`config.mk`:
```
export PLATFORM = sky130hd
export DESIGN_NAME = stepper_homing_controller
export DESIGN_NICKNAME = d
export VERILOG_FILES = /design/src/design/shc_pkg.sv /design/src/design/shc_seq.sv /design/src/design/stepper_homing_controller.sv
export SDC_FILE = /design/constraint.sdc
export NUM_CORES = 1
export LEC_CHECK = 0
export ABC_AREA = 1
export ABC_CLOCK_PERIOD_IN_PS = 10500
export BUFFER_PORTS_ARGS = -buffer_cell sky130_fd_sc_hd__buf_2
export CAP_MARGIN = 5
export CORE_ASPECT_RATIO = 1.75
export CORE_MARGIN = 5
export CORE_UTILIZATION = 50
export DETAILED_ROUTE_END_ITERATION = 10
export PLACE_DENSITY = 0.67
export SETUP_SLACK_MARGIN = 0.2
export SYNTH_ARGS = -nofsm -noshare
export SYNTH_HDL_FRONTEND = slang
export SYNTH_SLANG_ARGS = --single-unit
```
`constraint.sdc`:
```
create_clock -name clock -period 10.5 [get_ports clock]
set_input_delay 0.525 -clock clock [delete_from_list [all_inputs] [get_ports clock]]
set_output_delay 0.525 -clock clock [all_outputs]
set_load 0.05 [all_outputs]
```
`src/design/shc_pkg.sv`:
```
// Shared types and constants for the stepper homing controller.
`timescale 1ns / 1ps

package shc_pkg;

   localparam int unsigned REQ_W       = 2;
   localparam int unsigned PERIOD_W    = 16;
   localparam int unsigned HALF_W      = 15;
   localparam int unsigned CONFIRM_W   = 4;
   localparam int unsigned POS_W       = 20;
   localparam int unsigned CSR_INDEX_W = 2;

   localparam logic [REQ_W-1:0] REQ_TICK  = 2'd0;
   localparam logic [REQ_W-1:0] REQ_START = 2'd1;
   localparam logic [REQ_W-1:0] REQ_ABORT = 2'd2;

   localparam logic [CSR_INDEX_W-1:0] CSR_MAX_STEPS    = 2'd0;
   localparam logic [CSR_INDEX_W-1:0] CSR_MIDDLE_STEPS = 2'd1;
   localparam logic [CSR_INDEX_W-1:0] CSR_BASE_STEPS   = 2'd2;

   typedef struct packed {
      logic [REQ_W-1:0]    req_type;
      logic                limit_switch;
      logic [PERIOD_W-1:0] pulse_period;
      logic                axis_mode;
   } item_type;

   typedef struct packed {
      logic             step_pulse;
      logic             toward_base;
      logic             busy_res;
      logic             fault;
      logic [POS_W-1:0] position;
   } result_type;

endpackage

```
`src/design/shc_seq.sv`:
```
// Homing sequencer: configuration registers, state and next-state logic for one item.
`timescale 1ns / 1ps

module shc_seq #(
   parameter int COUNT_BITS    = 20,
   parameter int CONFIRM_READS = 10
) (
   input  logic                             clock,
   input  logic                             reset,
   input  logic                             csr_we,
   input  logic [shc_pkg::CSR_INDEX_W-1:0]  csr_index,
   input  logic [COUNT_BITS-1:0]            csr_wdata,
   input  logic                             advance,
   input  shc_pkg::item_type                item,
   output shc_pkg::result_type              result
);

   localparam int N = COUNT_BITS;

   typedef enum logic [2:0] {
      PH_IDLE,
      PH_BACKOFF,
      PH_SEEK,
      PH_CONFIRM,
      PH_BASE,
      PH_MIDDLE
   } phase_type;

   typedef struct packed {
      phase_type                        ph;
      logic [N:0]                       sc;
      logic [shc_pkg::HALF_W-1:0]       ht;
      logic [shc_pkg::HALF_W-1:0]       hp;
      logic                             pl;
      logic                             dir;
      logic                             flt;
      logic [N-1:0]                     pc;
      logic                             md;
      logic [shc_pkg::CONFIRM_W-1:0]    cc;
   } st_type;

   typedef struct packed {
      logic [N-1:0] mx;
      logic [N-1:0] mid;
      logic [N-1:0] base;
   } cfg_type;

   cfg_type              cfg_ff;
   st_type               st_ff;
   st_type               st_in;
   logic [N+shc_pkg::POS_W-1:0] pos_wide;

   function automatic st_type go_idle(st_type s);
      st_type r;
      r    = s;
      r.ph = PH_IDLE;
      r.pl = 1'b0;
      r.ht = '0;
      return r;
   endfunction

   function automatic st_type begin_pulse(st_type s);
      st_type r;
      r    = s;
      r.pl = 1'b1;
      r.ht = '0;
      return r;
   endfunction

   function automatic logic [N-1:0] backoff_len(logic md, cfg_type c);
      logic [N-1:0] r;
      if (!md) begin
         r = c.mx >> 3;
      end else if (c.mid != '0) begin
         r = c.mid >> 1;
      end else begin
         r = c.mx >> 2;
      end
      return r;
   endfunction

   function automatic st_type enter_middle(st_type s, cfg_type c);
      st_type r;
      r     = s;
      r.pc  = '0;
      r.dir = 1'b0;
      r.ph  = PH_MIDDLE;
      if (c.mid == '0) begin
         r = go_idle(r);
      end else begin
         r = begin_pulse(r);
      end
      return r;
   endfunction

   function automatic st_type enter_base(st_type s, cfg_type c);
      st_type r;
      r     = s;
      r.sc  = '0;
      r.dir = 1'b1;
      r.ph  = PH_BASE;
      if (c.base == '0) begin
         r = enter_middle(r, c);
      end else begin
         r = begin_pulse(r);
      end
      return r;
   endfunction

   function automatic st_type after_seek(st_type s, cfg_type c);
      st_type r;
      r = s;
      if (r.md) begin
         r.cc = '0;
         r.ph = PH_CONFIRM;
         r.pl = 1'b0;
         r.ht = '0;
      end else begin
         r = enter_base(r, c);
      end
      return r;
   endfunction

   function automatic st_type enter_seek(st_type s, logic sw, cfg_type c);
      st_type r;
      r     = s;
      r.dir = 1'b1;
      r.ph  = PH_SEEK;
      r.sc  = r.md ? '0 : {1'b0, c.mx >> 3};
      if (sw) begin
         r = after_seek(r, c);
      end else begin
         r = begin_pulse(r);
      end
      return r;
   endfunction

   function automatic st_type step_done(st_type s, logic sw, cfg_type c);
      st_type r;
      r = s;
      unique case (r.ph)
         PH_BACKOFF: begin
            r.sc = r.sc + 1'b1;
            if (r.sc >= {1'b0, backoff_len(r.md, c)}) begin
               r = enter_seek(r, sw, c);
            end else begin
               r = begin_pulse(r);
            end
         end
         PH_SEEK: begin
            r.sc = r.sc + 1'b1;
            if (r.sc > {1'b0, c.mx}) begin
               r.flt = 1'b1;
               r     = go_idle(r);
            end else if (sw) begin
               r = after_seek(r, c);
            end else begin
               r = begin_pulse(r);
            end
         end
         PH_BASE: begin
            r.sc = r.sc + 1'b1;
            if (r.sc >= {1'b0, c.base}) begin
               r = enter_middle(r, c);
            end else begin
               r = begin_pulse(r);
            end
         end
         PH_MIDDLE: begin
            r.pc = r.pc + 1'b1;
            if (r.pc >= c.mid) begin
               r = go_idle(r);
            end else begin
               r = begin_pulse(r);
            end
         end
         default: r = go_idle(r);
      endcase
      return r;
   endfunction

   // Next state for the item held in the input register.
   always_comb begin
      st_in = st_ff;
      unique case (item.req_type)
         shc_pkg::REQ_TICK: begin
            if (st_ff.ph == PH_CONFIRM) begin
               if (!item.limit_switch) begin
                  st_in.flt = 1'b1;
                  st_in     = go_idle(st_in);
               end else begin
                  st_in.cc = st_ff.cc + 1'b1;
                  if (st_in.cc >= shc_pkg::CONFIRM_W'(CONFIRM_READS)) begin
                     st_in = enter_base(st_in, cfg_ff);
                  end
               end
            end else if (st_ff.ph != PH_IDLE) begin
               st_in.ht = st_ff.ht + 1'b1;
               if (st_in.ht >= st_ff.hp) begin
                  st_in.ht = '0;
                  if (st_ff.pl) begin
                     st_in.pl = 1'b0;
                  end else begin
                     st_in = step_done(st_in, item.limit_switch, cfg_ff);
                  end
               end
            end
         end
         shc_pkg::REQ_START: begin
            if (st_ff.ph == PH_IDLE) begin
               st_in.flt = 1'b0;
               st_in.md  = item.axis_mode;
               st_in.hp  = item.pulse_period[shc_pkg::PERIOD_W-1:1];
               if (st_in.hp == '0) begin
                  st_in.hp = shc_pkg::HALF_W'(1);
               end
               st_in.dir = 1'b1;
               if (item.limit_switch && (backoff_len(item.axis_mode, cfg_ff) != '0)) begin
                  st_in.ph  = PH_BACKOFF;
                  st_in.dir = 1'b0;
                  st_in.sc  = '0;
                  st_in     = begin_pulse(st_in);
               end else begin
                  st_in = enter_seek(st_in, item.limit_switch, cfg_ff);
               end
            end
         end
         shc_pkg::REQ_ABORT: begin
            if (st_ff.ph == PH_SEEK) begin
               st_in.flt = 1'b1;
            end
            if (st_ff.ph != PH_IDLE) begin
               st_in = go_idle(st_in);
            end
         end
         default: ;
      endcase
   end

   assign pos_wide = {{shc_pkg::POS_W{1'b0}}, st_in.pc};

   always_comb begin
      result.step_pulse  = st_in.pl;
      result.toward_base = st_in.dir;
      result.busy_res    = (st_in.ph != PH_IDLE);
      result.fault       = st_in.flt;
      result.position    = pos_wide[shc_pkg::POS_W-1:0];
   end

   always_ff @(posedge clock) begin
      if (reset) begin
         cfg_ff <= '0;
      end else if (csr_we) begin
         unique case (csr_index)
            shc_pkg::CSR_MAX_STEPS:    cfg_ff.mx   <= csr_wdata;
            shc_pkg::CSR_MIDDLE_STEPS: cfg_ff.mid  <= csr_wdata;
            shc_pkg::CSR_BASE_STEPS:   cfg_ff.base <= csr_wdata;
            default: ;
         endcase
      end
   end

   always_ff @(posedge clock) begin
      if (reset) begin
         st_ff <= '{ph: PH_IDLE, dir: 1'b1, default: '0};
      end else if (advance) begin
         st_ff <= st_in;
      end
   end

endmodule

```
`src/design/stepper_homing_controller.sv`:
```
// Top level of the stepper homing controller: input register, sequencer and result register.
//
//   channel  direction  handshake                 payload
//   req      in         req_valid / req_stall     req_type, limit_switch, pulse_period, axis_mode
//   rsp      out        rsp_valid / rsp_stall     step_pulse, toward_base, busy_res, fault, position
//   csr      in         csr_we (no wait)          csr_index, csr_wdata
//
// One item is accepted per clock while req_stall is low. An accepted item waits in the input register
// until it can advance; the sequencer's single-pass next-state logic runs on it, and its result is
// loaded into the result register as rsp_valid is set.
// Reset is synchronous and clears both valid flags, the sequencer state and the configuration registers.
// While rsp_stall holds, one more item is still taken into the input register; then
// req_stall rises until the result is taken.
`timescale 1ns / 1ps

module stepper_homing_controller #(
   parameter int COUNT_BITS    = 20,
   parameter int CONFIRM_READS = 10
) (
   input  logic                             clock,
   input  logic                             reset,
   input  logic                             req_valid,
   output logic                             req_stall,
   input  logic [shc_pkg::REQ_W-1:0]        req_type,
   input  logic                             req_limit_switch,
   input  logic [shc_pkg::PERIOD_W-1:0]     req_pulse_period,
   input  logic                             req_axis_mode,
   output logic                             rsp_valid,
   input  logic                             rsp_stall,
   output logic                             rsp_step_pulse,
   output logic                             rsp_toward_base,
   output logic                             rsp_busy_res,
   output logic                             rsp_fault,
   output logic [shc_pkg::POS_W-1:0]        rsp_position,
   input  logic                             csr_we,
   input  logic [shc_pkg::CSR_INDEX_W-1:0]  csr_index,
   input  logic [COUNT_BITS-1:0]            csr_wdata
);

   logic                in_valid_ff;
   logic                in_valid_in;
   shc_pkg::item_type   item_ff;
   logic                out_valid_ff;
   logic                out_valid_in;
   shc_pkg::result_type res_ff;
   shc_pkg::result_type res_next;
   logic                advance;
   logic                take;

   assign advance   = in_valid_ff && (!out_valid_ff || !rsp_stall);
   assign req_stall = in_valid_ff && !advance;
   assign take      = req_valid && !req_stall;

   always_comb begin
      in_valid_in = in_valid_ff;
      if (take) begin
         in_valid_in = 1'b1;
      end else if (advance) begin
         in_valid_in = 1'b0;
      end
      out_valid_in = out_valid_ff;
      if (advance) begin
         out_valid_in = 1'b1;
      end else if (!rsp_stall) begin
         out_valid_in = 1'b0;
      end
   end

   always_ff @(posedge clock) begin
      if (reset) begin
         in_valid_ff  <= 1'b0;
         out_valid_ff <= 1'b0;
      end else begin
         in_valid_ff  <= in_valid_in;
         out_valid_ff <= out_valid_in;
      end
   end

   always_ff @(posedge clock) begin
      if (take) begin
         item_ff.req_type     <= req_type;
         item_ff.limit_switch <= req_limit_switch;
         item_ff.pulse_period <= req_pulse_period;
         item_ff.axis_mode    <= req_axis_mode;
      end
      if (advance) begin
         res_ff <= res_next;
      end
   end

   shc_seq #(
      .COUNT_BITS    (COUNT_BITS),
      .CONFIRM_READS (CONFIRM_READS)
   ) u_seq (
      .clock     (clock),
      .reset     (reset),
      .csr_we    (csr_we),
      .csr_index (csr_index),
      .csr_wdata (csr_wdata),
      .advance   (advance),
      .item      (item_ff),
      .result    (res_next)
   );

   assign rsp_valid       = out_valid_ff;
   assign rsp_step_pulse  = res_ff.step_pulse;
   assign rsp_toward_base = res_ff.toward_base;
   assign rsp_busy_res    = res_ff.busy_res;
   assign rsp_fault       = res_ff.fault;
   assign rsp_position    = res_ff.position;

endmodule

```
==> results_dict.tcl <==
set metrics [dict create \
    outcome "complete, no violations" \
    avgSynthCellArea_um2 6.830 \
    grt_pass1_vias 12515 \
    clockBufferDepth 2 \
    hold-path-cell-count 1 \
    numCtsBuffers 17 \
    grt_max_degree 62 \
    drive_above_1_share_pct 8.248 \
    final_area_um2 14190 \
    r2r_cells 21 \
    port_buffers 71 \
    worst_hold_path_type "primary input to register" \
    min_from "req_pulse_period[10]" \
    maxCapViolCount 0 \
    report.final.slew_viol_count 0 \
    post_cts_buffers 0 \
    fin_crit_sh_pct 50.92 \
    cts.sinks 187 \
    synth_warnings 0 \
    dp_cells 2240 \
    die_width_um 132.4 \
    rows 78 \
    critPathArrivalTime_ns 5.64 \
    rr_startpoint "u_seq.cfg_ff[27]$_SDFFE_PP0P_" \
    worstPathMaxFanout 16 \
    final_common_cell "nand2_1" \
    drc_errors 0 \
    cp_cell_sequence "inv_1 > nand4_1 > nor2_1 > nand2_1 > o21ai_0 > a21oi_1 > ha_1 > nand4_1 > nor3_1 > o21ai_0 > nand2_1 > nand2_1 > nand2_1 > nand2_1 > nand2_2 > nand2_2 > o21ai_2 > nand3_1 > nand2_1 > nand3_1 > a21boi_0" \
    placedInstanceArea_um2 13570 \
    timing.slew.headroom_pct 19.49 \
    setup_violations 0 \
    p_leak_nw 6.372 \
    yosysSeqAreaShare_pct 31.85 \
    hpwl_um 31110 \
    hold_viol_final 0 \
    slowest_stage "nor2_1" \
    drtIter0Drc 1021 \
    core_um2 25860 \
    cp-start-kind "register" \
    p_comb_share_pct 19.6 \
    regToRegSetupSlack_ns 5.15 \
    dieArea_um2 29680 \
    fin_worst_skew_ns 0.01264 \
    period_needed_ns 5.347 \
    async_flop_share_pct 0 \
    track_usage_pct 27.19 \
    cpMostUsedCell "nand2_1" \
    cts_root_buffer "clkbuf_16" \
    grt_setup_unrepaired "false" \
    worst_slew_pin_slew_ns 1.205 \
    grt_antenna_before_repair 0 \
    clkLatencyLatePin_ns 0.46 \
    peakVddDrop_mv 0.1292 \
    netlist_area_um2 13110 \
    power.clock.fraction_pct 37.2 \
    synth_edf_count 43 \
    layout_common_cells "nand2_1 (427), inv_1 (234), a21oi_1 (179)" \
    power.share.sequential_pct 43.2 \
    synth_top_flop_cell "dfxtp_1" \
    hold_ws_ns 0.2320 \
    syn_nets 2065 \
    vias 13165 \
    start_util_pct 50.68 \
    antennaDiodeCount 0 \
    gr-total-overflow 0 \
    switchingPower_mw 0.5881 \
    drtPass1Iterations 6 \
    synthDistinctLibCells 59 \
    cts_resized 0 \
    switching_share_pct 31.95 \
    crit_type "register to register" \
    routed_via_density 5.794 \
    fin_nets 2085 \
    cts_tree "built" \
    reg2reg_to "rsp_toward_base$_DFFE_PP_" \
    path_clk_slew_ns 0.07 \
    io_pins 73 \
    wl_um 40720 \
    ys_seq_elements 187 \
    syn2layout_area_growth_pct 8.239 \
    syn_inst 1919 \
    max_stage_delay_ns 0.81 \
    p_int_mw 1.252 \
    grt_first_pass_wirelength_um 64820 \
    cp.required_ns 10.80 \
    die_h_um 224.2 \
    endpoint_kind "register" \
    fin_cells 2272 \
    wl_per_cell_um 17.92 \
    setup_tns_ns 0 \
    timing.fmax_ghz 0.1870 \
    place_congestion 0.9374 \
    hold_end "item_ff[11]$_DFFE_PP_" \
    powerDensity_nw_per_um2 129.7 \
    htree_levels 4 \
    ant_nets 0 \
    hold_buffers 0 \
]
-- worst max-delay path by stage --
stage	startpoint	end	slack, ns	cells past startpoint
after global routing	u_seq.st_ff[58]$_SDFFE_PP0P_	rsp_position[9]$_DFFE_PP_	4.86	25
after detailed placement	u_seq.cfg_ff[27]$_SDFFE_PP0P_	rsp_toward_base$_DFFE_PP_	5.31	21
after CTS	u_seq.cfg_ff[27]$_SDFFE_PP0P_	rsp_toward_base$_DFFE_PP_	5.30	21
after floorplan	u_seq.st_ff[43]$_SDFFE_PP0P_	rsp_position[1]$_DFFE_PP_	6.86	23
after global placement	u_seq.cfg_ff[27]$_SDFFE_PP0P_	rsp_toward_base$_DFFE_PP_	5.28	21
final	u_seq.cfg_ff[27]$_SDFFE_PP0P_	rsp_toward_base$_DFFE_PP_	5.15	21
-- cells by family (layout without fill, tap and decap cells) --
group           Yosys count  in the layout  synth area share (%)
compound gates          407            407                 17.42
xor+xnor                 44             44                 2.940
fa+ha+maj                99             99                 9.451
buf+inv                 330            363                 9.890
flops                   187            187                 31.85
simple gates            852            852                 28.45
-- synth_stat cells (3+ instances only) --
cell type	instances	share of area, %
o211ai_1	4	0.23
or2_2	3	0.14
nand3b_1	4	0.23
xor2_1	41	2.7
nor2_2	8	0.38
ha_1	99	9.5
nand2_2	7	0.33
edfxtp_1	43	9.9
o21bai_1	21	1.2
inv_2	16	0.46
xnor2_1	3	0.20
dfxtp_1	144	22
a22oi_1	11	0.63
nor3_1	26	0.99
o31ai_1	7	0.40
inv_1	235	6.7
nor4_1	4	0.19
a211oi_1	16	0.92
a21boi_0	8	0.46
a21oi_1	179	6.8
o22ai_1	13	0.62
clkinv_1	3	0.086
o21ai_0	116	4.4
nor2_4	3	0.26
o21a_1	3	0.17
buf_2	15	0.57
nand4_1	48	2.3
clkbuf_1	49	1.4
a31oi_1	3	0.14
nand3_1	136	5.2
buf_4	8	0.46
o21ai_1	13	0.50
nand2_1	427	12
nor3_2	6	0.46
nor2_1	166	4.8
-- area by class of cell --
class	instances	area [um^2]
Inverter	254	953.4
Timing Repair Buffer	77	400.4
Clock buffer	21	481.7
Sequential cell	187	4174
Fill cell	2597	11680
Tap cell	320	400.4
Multi-Input combinational cell	1402	7644
Clock inverter	11	132.6
-- per-layer routing --
metal  part of all wire, %  GRT usage, %
met4                   6.2         16.90
met1                    37         29.43
met5                     0             0
met2                    52         49.51
met3                   4.6         3.528
-- power groups by stage --
stage	registers, mW	logic [mW]	clock network, mW
4_1_cts	0.794	0.357	0.698
3_3_place_gp	0.810	0.351	0
2_1_floorplan	0.823	0.241	0
6_report	0.795	0.361	0.685
3_5_place_dp	0.810	0.355	0
5_1_grt	0.798	0.399	0.727
-- worst max-delay path, delay by kind of cell (launching register included) --
| family | cells | cell delay [ns] |
|---|---|---|
| buffers and inverters | 1 | 0.23 |
| flip-flops | 1 | 0.30 |
| adder cells (fa/ha/maj) | 1 | 0.31 |
| AO/OA/AOI/OAI | 5 | 1.43 |
| AND/OR/NAND/NOR | 14 | 2.92 |
-- state kept, by name (all words and copies together), names as in the netlist --
register         cells
rsp_position        20
item_ff             19
rsp_toward_base      1
rsp_fault            1
u_seq.st_ff         82
rsp_busy_res         1
rsp_step_pulse       1
in_valid_ff          1
u_seq.cfg_ff        60
rsp_valid            1
-- stage by stage --
| step | util, % | total power, mW | setup slack [ns] |
|---|---|---|---|
| after detailed placement | 52.48 | 1.165 | 5.313 |
| final | 54.85 | 1.841 | 5.153 |
| after global placement | 52.48 | 1.161 | 5.277 |
| after global routing | 54.85 | 1.924 | 4.857 |
| after floorplan | - | 1.064 | 6.857 |
| after CTS | 54.85 | 1.849 | 5.296 |
Note: power is estimated with default switching activity, not from simulation.
